===== src/hw/rtl/rar_pkg.sv =====
// Shared types and constants for the rational arithmetic reduction core.
// Holds operation codes, multiplier step codes and controller/datapath structs.
// No dependencies.
`default_nettype none

package rar_pkg;

    localparam int OPERAND_WIDTH_DEF = 16;

    // operation codes carried on the kind field
    localparam logic [1:0] KIND_ADD = 2'd0;
    localparam logic [1:0] KIND_SUB = 2'd1;
    localparam logic [1:0] KIND_MUL = 2'd2;
    localparam logic [1:0] KIND_DIV = 2'd3;

    // which product the shared multiplier forms
    typedef enum logic [1:0] {
        MUL_NUM_A = 2'd0,
        MUL_NUM_B = 2'd1,
        MUL_DEN   = 2'd2
    } mul_step_t;

    typedef struct packed {
        logic      load;
        logic      mul_en;
        mul_step_t mul_step;
        logic      sum_en;
        logic      gcd_en;
        logic      shl_en;
        logic      div_start;
        logic      div_start_den;
        logic      div_en;
        logic      div_sel_den;
        logic      out_load;
    } rar_cmd_t;

    typedef struct packed {
        logic den_zero;
        logic gcd_done;
        logic k_zero;
        logic div_last;
    } rar_sts_t;

endpackage

`default_nettype wire


===== src/hw/rtl/rar_ctrl.sv =====
// Controller state machine for the rational arithmetic reduction core.
// Sequences multiply, combine, GCD, rescale and divide steps; owns the handshakes.
// Depends on rar_pkg.
`default_nettype none

module rar_ctrl (
    input  wire logic              clk,
    input  wire logic              rst_n,
    input  wire logic              in_valid,
    output logic                   in_ready,
    output logic                   out_valid,
    input  wire logic              out_ready,
    input  wire rar_pkg::rar_sts_t sts,
    output rar_pkg::rar_cmd_t      cmd
);

    typedef enum logic [9:0] {
        S_IDLE = 10'b0000000001,
        S_MUL0 = 10'b0000000010,
        S_MUL1 = 10'b0000000100,
        S_MUL2 = 10'b0000001000,
        S_SUM  = 10'b0000010000,
        S_GCD  = 10'b0000100000,
        S_SHL  = 10'b0001000000,
        S_DIVN = 10'b0010000000,
        S_DIVD = 10'b0100000000,
        S_DONE = 10'b1000000000
    } state_t;

    state_t state_reg, state_next;
    logic   out_valid_reg, out_valid_next;

    always_comb
    begin
        state_next = state_reg;
        cmd        = '0;
        cmd.mul_step = rar_pkg::MUL_NUM_A;
        case (state_reg)
            S_IDLE:
            begin
                if (in_valid)
                begin
                    cmd.load   = 1'b1;
                    state_next = S_MUL0;
                end
            end
            S_MUL0:
            begin
                cmd.mul_en   = 1'b1;
                cmd.mul_step = rar_pkg::MUL_NUM_A;
                state_next   = S_MUL1;
            end
            S_MUL1:
            begin
                cmd.mul_en   = 1'b1;
                cmd.mul_step = rar_pkg::MUL_NUM_B;
                state_next   = S_MUL2;
            end
            S_MUL2:
            begin
                cmd.mul_en   = 1'b1;
                cmd.mul_step = rar_pkg::MUL_DEN;
                state_next   = S_SUM;
            end
            S_SUM:
            begin
                cmd.sum_en = 1'b1;
                state_next = sts.den_zero ? S_DONE : S_GCD;
            end
            S_GCD:
            begin
                cmd.gcd_en = 1'b1;
                if (sts.gcd_done)
                begin
                    state_next = S_SHL;
                end
            end
            S_SHL:
            begin
                if (!sts.k_zero)
                begin
                    cmd.shl_en = 1'b1;
                end
                else
                begin
                    cmd.div_start     = 1'b1;
                    cmd.div_start_den = 1'b0;
                    state_next        = S_DIVN;
                end
            end
            S_DIVN:
            begin
                cmd.div_en      = 1'b1;
                cmd.div_sel_den = 1'b0;
                if (sts.div_last)
                begin
                    // chain straight into the denominator division
                    cmd.div_start     = 1'b1;
                    cmd.div_start_den = 1'b1;
                    state_next        = S_DIVD;
                end
            end
            S_DIVD:
            begin
                cmd.div_en      = 1'b1;
                cmd.div_sel_den = 1'b1;
                if (sts.div_last)
                begin
                    state_next = S_DONE;
                end
            end
            S_DONE:
            begin
                if (!out_valid_reg || out_ready)
                begin
                    cmd.out_load = 1'b1;
                    state_next   = S_IDLE;
                end
            end
            default:
            begin
                state_next = S_IDLE;
            end
        endcase
    end

    always_comb
    begin
        out_valid_next = out_valid_reg;
        if (cmd.out_load)
        begin
            out_valid_next = 1'b1;
        end
        else if (out_ready)
        begin
            out_valid_next = 1'b0;
        end
    end

    always_ff @(posedge clk or negedge rst_n)
    begin
        if (!rst_n)
        begin
            state_reg     <= S_IDLE;
            out_valid_reg <= 1'b0;
        end
        else
        begin
            state_reg     <= state_next;
            out_valid_reg <= out_valid_next;
        end
    end

    assign in_ready  = (state_reg == S_IDLE);
    assign out_valid = out_valid_reg;

endmodule

`default_nettype wire


===== src/hw/rtl/rar_dp.sv =====
// Datapath for the rational arithmetic reduction core: shared multiplier,
// binary GCD unit, shared restoring divider and the result register.
// Depends on rar_pkg.
`default_nettype none

module rar_dp #(
    parameter int OPERAND_WIDTH = rar_pkg::OPERAND_WIDTH_DEF
) (
    input  wire logic                              clk,
    input  wire rar_pkg::rar_cmd_t                 cmd,
    output rar_pkg::rar_sts_t                      sts,
    input  wire logic        [1:0]                 kind,
    input  wire logic signed [OPERAND_WIDTH-1:0]   a_num,
    input  wire logic signed [OPERAND_WIDTH-1:0]   a_den,
    input  wire logic signed [OPERAND_WIDTH-1:0]   b_num,
    input  wire logic signed [OPERAND_WIDTH-1:0]   b_den,
    output logic signed      [2*OPERAND_WIDTH:0]   result_num,
    output logic signed      [2*OPERAND_WIDTH-1:0] result_den,
    output logic                                   zero_den
);

    localparam int W     = OPERAND_WIDTH;
    localparam int P_W   = 2 * OPERAND_WIDTH;
    localparam int N_W   = 2 * OPERAND_WIDTH + 1;
    localparam int K_W   = $clog2(P_W + 1);
    localparam int CNT_W = $clog2(P_W);

    // operand capture
    logic        [1:0]   kind_reg;
    logic signed [W-1:0] an_reg, ad_reg, bn_reg, bd_reg;

    // products
    logic signed [W-1:0]   mul_x, mul_y;
    logic signed [P_W-1:0] mul_p;
    logic signed [P_W-1:0] prod_a_reg, prod_b_reg, den_reg;

    // combine
    logic signed [N_W-1:0] ext_a, ext_b, num_c, num_neg_c;
    logic signed [P_W-1:0] den_neg_c;
    logic                  num_neg_reg, den_neg_reg, zero_reg;
    logic        [P_W-1:0] nm_reg, dm_reg;

    // binary GCD
    logic [P_W-1:0] u_reg, v_reg, g_reg;
    logic [K_W-1:0] k_reg;
    logic           gcd_done;

    // restoring divider
    logic [P_W-1:0]   rem_reg, dq_reg, rem_next, dq_next;
    logic [CNT_W-1:0] cnt_reg;
    logic [P_W:0]     div_sh, div_diff;
    logic             div_ge, div_last;
    logic [P_W-1:0]   qn_reg, qd_reg;

    // output
    logic signed [N_W-1:0] result_num_reg, rn_mag;
    logic signed [P_W-1:0] result_den_reg;
    logic                  zero_den_reg;

    always_comb
    begin
        case (cmd.mul_step)
            rar_pkg::MUL_NUM_A:
            begin
                mul_x = an_reg;
                mul_y = (kind_reg == rar_pkg::KIND_MUL) ? bn_reg : bd_reg;
            end
            rar_pkg::MUL_NUM_B:
            begin
                mul_x = bn_reg;
                mul_y = ad_reg;
            end
            rar_pkg::MUL_DEN:
            begin
                mul_x = ad_reg;
                mul_y = (kind_reg == rar_pkg::KIND_DIV) ? bn_reg : bd_reg;
            end
            default:
            begin
                mul_x = an_reg;
                mul_y = bd_reg;
            end
        endcase
    end

    assign mul_p = mul_x * mul_y;

    assign ext_a = {prod_a_reg[P_W-1], prod_a_reg};
    assign ext_b = {prod_b_reg[P_W-1], prod_b_reg};

    always_comb
    begin
        case (kind_reg)
            rar_pkg::KIND_ADD: num_c = ext_a + ext_b;
            rar_pkg::KIND_SUB: num_c = ext_a - ext_b;
            default:           num_c = ext_a;
        endcase
    end

    assign num_neg_c = -num_c;
    assign den_neg_c = -den_reg;

    assign gcd_done = (u_reg == '0) || (v_reg == '0);

    // one restoring step: shift in the next dividend bit, trial subtract
    assign div_sh   = {rem_reg, dq_reg[P_W-1]};
    assign div_diff = div_sh - {1'b0, g_reg};
    assign div_ge   = (div_sh >= {1'b0, g_reg});
    assign rem_next = div_ge ? div_diff[P_W-1:0] : div_sh[P_W-1:0];
    assign dq_next  = {dq_reg[P_W-2:0], div_ge};
    assign div_last = (cnt_reg == CNT_W'(P_W - 1));

    assign rn_mag = {1'b0, qn_reg};

    always_ff @(posedge clk)
    begin
        if (cmd.load)
        begin
            kind_reg <= kind;
            an_reg   <= a_num;
            ad_reg   <= a_den;
            bn_reg   <= b_num;
            bd_reg   <= b_den;
        end

        if (cmd.mul_en)
        begin
            case (cmd.mul_step)
                rar_pkg::MUL_NUM_A: prod_a_reg <= mul_p;
                rar_pkg::MUL_NUM_B: prod_b_reg <= mul_p;
                rar_pkg::MUL_DEN:   den_reg    <= mul_p;
                default:            prod_a_reg <= mul_p;
            endcase
        end

        if (cmd.sum_en)
        begin
            num_neg_reg <= num_c[N_W-1];
            den_neg_reg <= den_reg[P_W-1];
            zero_reg    <= (den_reg == '0);
            nm_reg      <= num_c[N_W-1] ? num_neg_c[P_W-1:0] : num_c[P_W-1:0];
            dm_reg      <= den_reg[P_W-1] ? den_neg_c : den_reg;
            u_reg       <= num_c[N_W-1] ? num_neg_c[P_W-1:0] : num_c[P_W-1:0];
            v_reg       <= den_reg[P_W-1] ? den_neg_c : den_reg;
            k_reg       <= '0;
        end
        else if (cmd.gcd_en)
        begin
            if (gcd_done)
            begin
                g_reg <= u_reg | v_reg;
            end
            else if (!u_reg[0] && !v_reg[0])
            begin
                u_reg <= u_reg >> 1;
                v_reg <= v_reg >> 1;
                k_reg <= k_reg + K_W'(1);
            end
            else if (!u_reg[0])
            begin
                u_reg <= u_reg >> 1;
            end
            else if (!v_reg[0])
            begin
                v_reg <= v_reg >> 1;
            end
            else if (u_reg >= v_reg)
            begin
                u_reg <= u_reg - v_reg;
            end
            else
            begin
                v_reg <= v_reg - u_reg;
            end
        end
        else if (cmd.shl_en)
        begin
            // restore the common power of two
            g_reg <= g_reg << 1;
            k_reg <= k_reg - K_W'(1);
        end

        if (cmd.div_start)
        begin
            rem_reg <= '0;
            cnt_reg <= '0;
            dq_reg  <= cmd.div_start_den ? dm_reg : nm_reg;
        end
        else if (cmd.div_en)
        begin
            rem_reg <= rem_next;
            dq_reg  <= dq_next;
            cnt_reg <= cnt_reg + CNT_W'(1);
        end

        if (cmd.div_en && div_last)
        begin
            if (cmd.div_sel_den)
            begin
                qd_reg <= dq_next;
            end
            else
            begin
                qn_reg <= dq_next;
            end
        end

        if (cmd.out_load)
        begin
            zero_den_reg <= zero_reg;
            if (zero_reg)
            begin
                result_num_reg <= '0;
                result_den_reg <= '0;
            end
            else
            begin
                result_num_reg <= num_neg_reg ? -rn_mag : rn_mag;
                result_den_reg <= den_neg_reg ? -$signed(qd_reg) : $signed(qd_reg);
            end
        end
    end

    assign sts.den_zero = (den_reg == '0);
    assign sts.gcd_done = gcd_done;
    assign sts.k_zero   = (k_reg == '0);
    assign sts.div_last = div_last;

    assign result_num = result_num_reg;
    assign result_den = result_den_reg;
    assign zero_den   = zero_den_reg;

endmodule

`default_nettype wire


===== src/hw/rtl/rational_arith_reduce_core.sv =====
// Top level of the rational arithmetic reduction core.
// Joins the controller (rar_ctrl) and the datapath (rar_dp); uses rar_pkg.
// A checker (rar_checker) binds to this module from its own file.
//
//  channel | direction | handshake             | payload
//  --------+-----------+-----------------------+------------------------------------------
//  in      | to core   | in_valid / in_ready   | kind, a_num, a_den, b_num, b_den
//  out     | from core | out_valid / out_ready | result_num, result_den, zero_den
//
// Steps: one transaction at a time; capture, 3 products, combine, a binary GCD
// loop, a rescale that restores the common power of two, the numerator and then the
// denominator division on the shared divider, and the load of the result register.
// A zero denominator skips GCD and division and goes straight from combine to the load.
// Reset: rst_n is asynchronous; it clears the controller state and out_valid.
// Stalls: a waiting result still lets the next transaction in; that one holds in S_DONE.
`default_nettype none

module rational_arith_reduce_core #(
    parameter int OPERAND_WIDTH = rar_pkg::OPERAND_WIDTH_DEF
) (
    input  wire logic                              clk,
    input  wire logic                              rst_n,
    input  wire logic                              in_valid,
    output logic                                   in_ready,
    input  wire logic        [1:0]                 kind,
    input  wire logic signed [OPERAND_WIDTH-1:0]   a_num,
    input  wire logic signed [OPERAND_WIDTH-1:0]   a_den,
    input  wire logic signed [OPERAND_WIDTH-1:0]   b_num,
    input  wire logic signed [OPERAND_WIDTH-1:0]   b_den,
    output logic                                   out_valid,
    input  wire logic                              out_ready,
    output logic signed      [2*OPERAND_WIDTH:0]   result_num,
    output logic signed      [2*OPERAND_WIDTH-1:0] result_den,
    output logic                                   zero_den
);

    // command and status between the sequencer and the arithmetic
    rar_pkg::rar_cmd_t cmd;
    rar_pkg::rar_sts_t sts;

    // sequencer: owns both handshakes and the step order
    rar_ctrl u_ctrl (
        .clk       (clk),
        .rst_n     (rst_n),
        .in_valid  (in_valid),
        .in_ready  (in_ready),
        .out_valid (out_valid),
        .out_ready (out_ready),
        .sts       (sts),
        .cmd       (cmd)
    );

    // arithmetic: multiplier, GCD, divider and the result register
    rar_dp #(
        .OPERAND_WIDTH (OPERAND_WIDTH)
    ) u_dp (
        .clk        (clk),
        .cmd        (cmd),
        .sts        (sts),
        .kind       (kind),
        .a_num      (a_num),
        .a_den      (a_den),
        .b_num      (b_num),
        .b_den      (b_den),
        .result_num (result_num),
        .result_den (result_den),
        .zero_den   (zero_den)
    );

endmodule

`default_nettype wire


===== config.mk =====
export PLATFORM = sky130hd
export DESIGN_NAME = rational_arith_reduce_core
export DESIGN_NICKNAME = d
export VERILOG_FILES = /design/src/hw/rtl/rar_pkg.sv /design/src/hw/rtl/rar_ctrl.sv /design/src/hw/rtl/rar_dp.sv /design/src/hw/rtl/rational_arith_reduce_core.sv
export SDC_FILE = /design/constraint.sdc
export NUM_CORES = 2
export LEC_CHECK = 0
export ABC_CLOCK_PERIOD_IN_PS = 18600
export BUFFER_PORTS_ARGS = -buffer_cell sky130_fd_sc_hd__buf_2
export CAP_MARGIN = 15
export CORE_MARGIN = 2
export CORE_UTILIZATION = 65
export CTS_CLUSTER_DIAMETER = 30
export DETAILED_ROUTE_END_ITERATION = 7
export PLACE_DENSITY = 0.83
export SYNTH_ARGS = -nofsm -noshare
export SYNTH_HDL_FRONTEND = slang
export SYNTH_SLANG_ARGS = --single-unit

===== constraint.sdc =====
create_clock -name clk -period 18.6 [get_ports clk]
set_input_delay 2.79 -clock clk [delete_from_list [all_inputs] [get_ports clk]]
set_output_delay 2.79 -clock clk [all_outputs]
set_load 0.1 [all_outputs]

==> summary.txt <==
Clocking
  – Clock Sink Count: 541
  – Clk_lat worst skew: 0.69 ns
  – Max clock buf depth: 3
  – Root Driver: clkbuf_16
  – CTS tree: done
  – Reg clk slew, reported paths: 0.05 ns
  – Post-CTS sizing: 0
  – Post-CTS Hold Fix Bufs: 0
  – CTS H-Tree Depth: 3
  – CTS buffer count: 99
  – Setup bufs post-CTS: 0

Critical path
  – Buf/Inv on CP: 3
  – Kind of critical path: flop to flop
  – Worst setup SP type: flop
  – Most frequent cell on the critical path: fa_1
  – Crit path arrival time: 9.93 ns
  – Critical Path Stages: 30
  – Crit path max-delay family: adder cells
  – Crit end category: flop
  – Peak per-stage delay on the critical path: 1.03 ns
  – R2R cell count: 30
  – Crit path max fanout: 32
  – Req. time, crit path: 19.02 ns
  – Slowest-stage cell, CP: ha_1

STA
  – Final Slew Violations: 0
  – Least-Margin Pin Slew: 1.15 ns
  – Worst Clk Skew: 0.0569 ns
  – RSZ-0062 raised after global routing: no
  – Fin crit period: 9.51 ns
  – Fmax: 0.105 GHz
  – Final setup viols: 0
  – Fin crit share: 0.511
  – Worst slew margin: 0.230
  – Final Hold Viols: 0
  – Setup_tns: 0 ns

Layout
  – Max reg flops: 33
  – Share of cells above drive strength 1: 0.0958
  – Filler cells: 4,309
  – # nets final: 4,906
  – Layout Cells excl Fill: 5,241
  – # diodes: 0
  – Area growth syn-to-layout: 12.3%

Global routing
  – GRT Overall Usage: 0.339
  – Vias in the first global route: 32,537
  – Initial antenna violation count: 1
  – Largest net degree at the start of global routing: 95
  – Grt total ovfl: 0
  – First-pass GRT wire length: 174 mm

Routing
  – Routed vias: 32,551
  – Number of remaining DRC errors: 0
  – Final ANT Viol Nets: 0
  – Initial DRC Count: 3,060
  – Vias/cell: 6.21
  – DR pass1 iterations: 6
  – Total wire length: 111 mm
  – Average wire per standard cell: 21.2 µm

Floorplan
  – Row count: 92
  – Initial Util: 0.657
  – Die Y: 256 µm
  – Die width: 256 µm
  – Die area: 65,700 µm²
  – Core Area: 63,000 µm²
  – Num ports: 138

Placement
  – Routability Congestion: 1.01
  – Placed cell count: 5,054
  – Buffers added on ports: 137
  – Dpl hpwl: 81.7 mm

Synthesis
  – Yosys reg bits: 541
  – Top post-synthesis cells by count: edfxtp_1 (487), nor2_1 (478), inv_1 (473)
  – Synth Warn #: 0
  – Unique masters post-synth: 86
  – Mean Syn Cell Area: 9.89 µm²
  – Seq/Total Area, Yosys: 0.381
  – Synthesized area: 41,400 µm²
  – Syn Nets: 4,782
  – Dominant synthesized flop cell: edfxtp_1
  – Most frequent cell after synthesis: edfxtp_1
  – Top cell type's share of synthesized area: 0.353
  – Number of synthesized flops with an enable pin: 487
  – Synth area leader: edfxtp_1
  – Post-synthesis async set-or-reset flop share: 0.0203
  – Gate Count Post-Synth: 4,186
  – Synth top area cells: edfxtp_1 (35%), fa_1 (13%), ha_1 (7.8%)

Hold path
  – Worst Hold Depth: 2
  – Hold Path Class: flop to flop

Flow run
  – Max cap viols: 0

Run status
  – Status: finished clean
-- cells in the final DEF, fill, tap and decap left out, types with 43 or more instances in the layout --
master,n
mux2i_1,44
buf_2,137
nor2b_1,43
o21ai_0,210
a21oi_1,249
ha_1,259
inv_1,472
o31ai_1,53
a21o_1,76
edfxtp_1,487
xnor2_1,164
nor3_1,94
nor2_1,477
nand2b_1,47
xor2_1,124
clkbuf_16,99
dfxtp_1,43
o21a_1,47
buf_4,44
fa_1,267
nand2_1,308
-- per-layer routing --
| metal | track usage | share of wire | up-vias |
|---|---|---|---|
| li1 | - | - | 14819 |
| met1 | 0.403 | 0.37 | 15713 |
| met2 | 0.568 | 0.48 | 1602 |
| met3 | 0.0610 | 0.082 | 417 |
| met4 | 0.216 | 0.071 | 0 |
| met5 | 0 | 0 | - |
-- metrics by stage --
step / hold WS, ns / setup slack [ns] / area [µm²] / util
global placement: 0.443 / 9.31 / 42900 / 0.682
finish: 0.472 / 9.09 / 46500 / 0.738
CTS: 0.450 / 8.99 / 46500 / 0.738
global route: 0.472 / 8.43 / 46500 / 0.738
floorplan: 0.436 / 10.17 / 41400 / -
detailed placement: 0.453 / 9.02 / 42900 / 0.682
-- cell families after synthesis --
| family | count (synthesis) | share of synthesized area |
|---|---|---|
| and+or+nand+nor | 1203 | 0.134 |
| AOI/OAI and AO/OA | 924 | 0.142 |
| buffers and inverters | 641 | 0.0583 |
| DFF | 541 | 0.381 |
| adders and majority gates | 526 | 0.207 |
| xor gates and xnor gates | 288 | 0.0609 |
| muxes | 63 | 0.0158 |
-- worst paths after layout --
kind / from / end / slack (ns)
max: u_ctrl.state_reg[4] / u_dp.prod_a_reg[28] / 9.09
min: u_dp.cnt_reg[1] / u_dp.cnt_reg[1] / 0.47
max reg2reg: u_ctrl.state_reg[4] / u_dp.prod_a_reg[28] / 9.09
min reg2reg: u_dp.cnt_reg[1] / u_dp.cnt_reg[1] / 0.47
max in group asynchronous: rst_n / u_ctrl.state_reg[0] / 16.33
min in group asynchronous: rst_n / u_ctrl.state_reg[6] / 1.99
-- worst min-delay path, cell delays in order, from the launching register on --
cell and delay [ns]:
dfxtp_1 0.32, nand2_1 0.06, a21oi_1 0.05
-- final cells by class --
class | count | area (µm²) | area share
well taps | 846 | 1060 | 0.0228
flip-flops and latches | 541 | 15800 | 0.339
clock inverters | 78 | 998 | 0.0215
clock buffers | 108 | 2540 | 0.0547
multi-input cells | 3004 | 23300 | 0.501
inverters | 482 | 1810 | 0.0389
repair buffers | 182 | 1030 | 0.0222
Power is not shown: default switching activity piles up to over one toggle a cycle in this logic, so the estimate is an artifact.
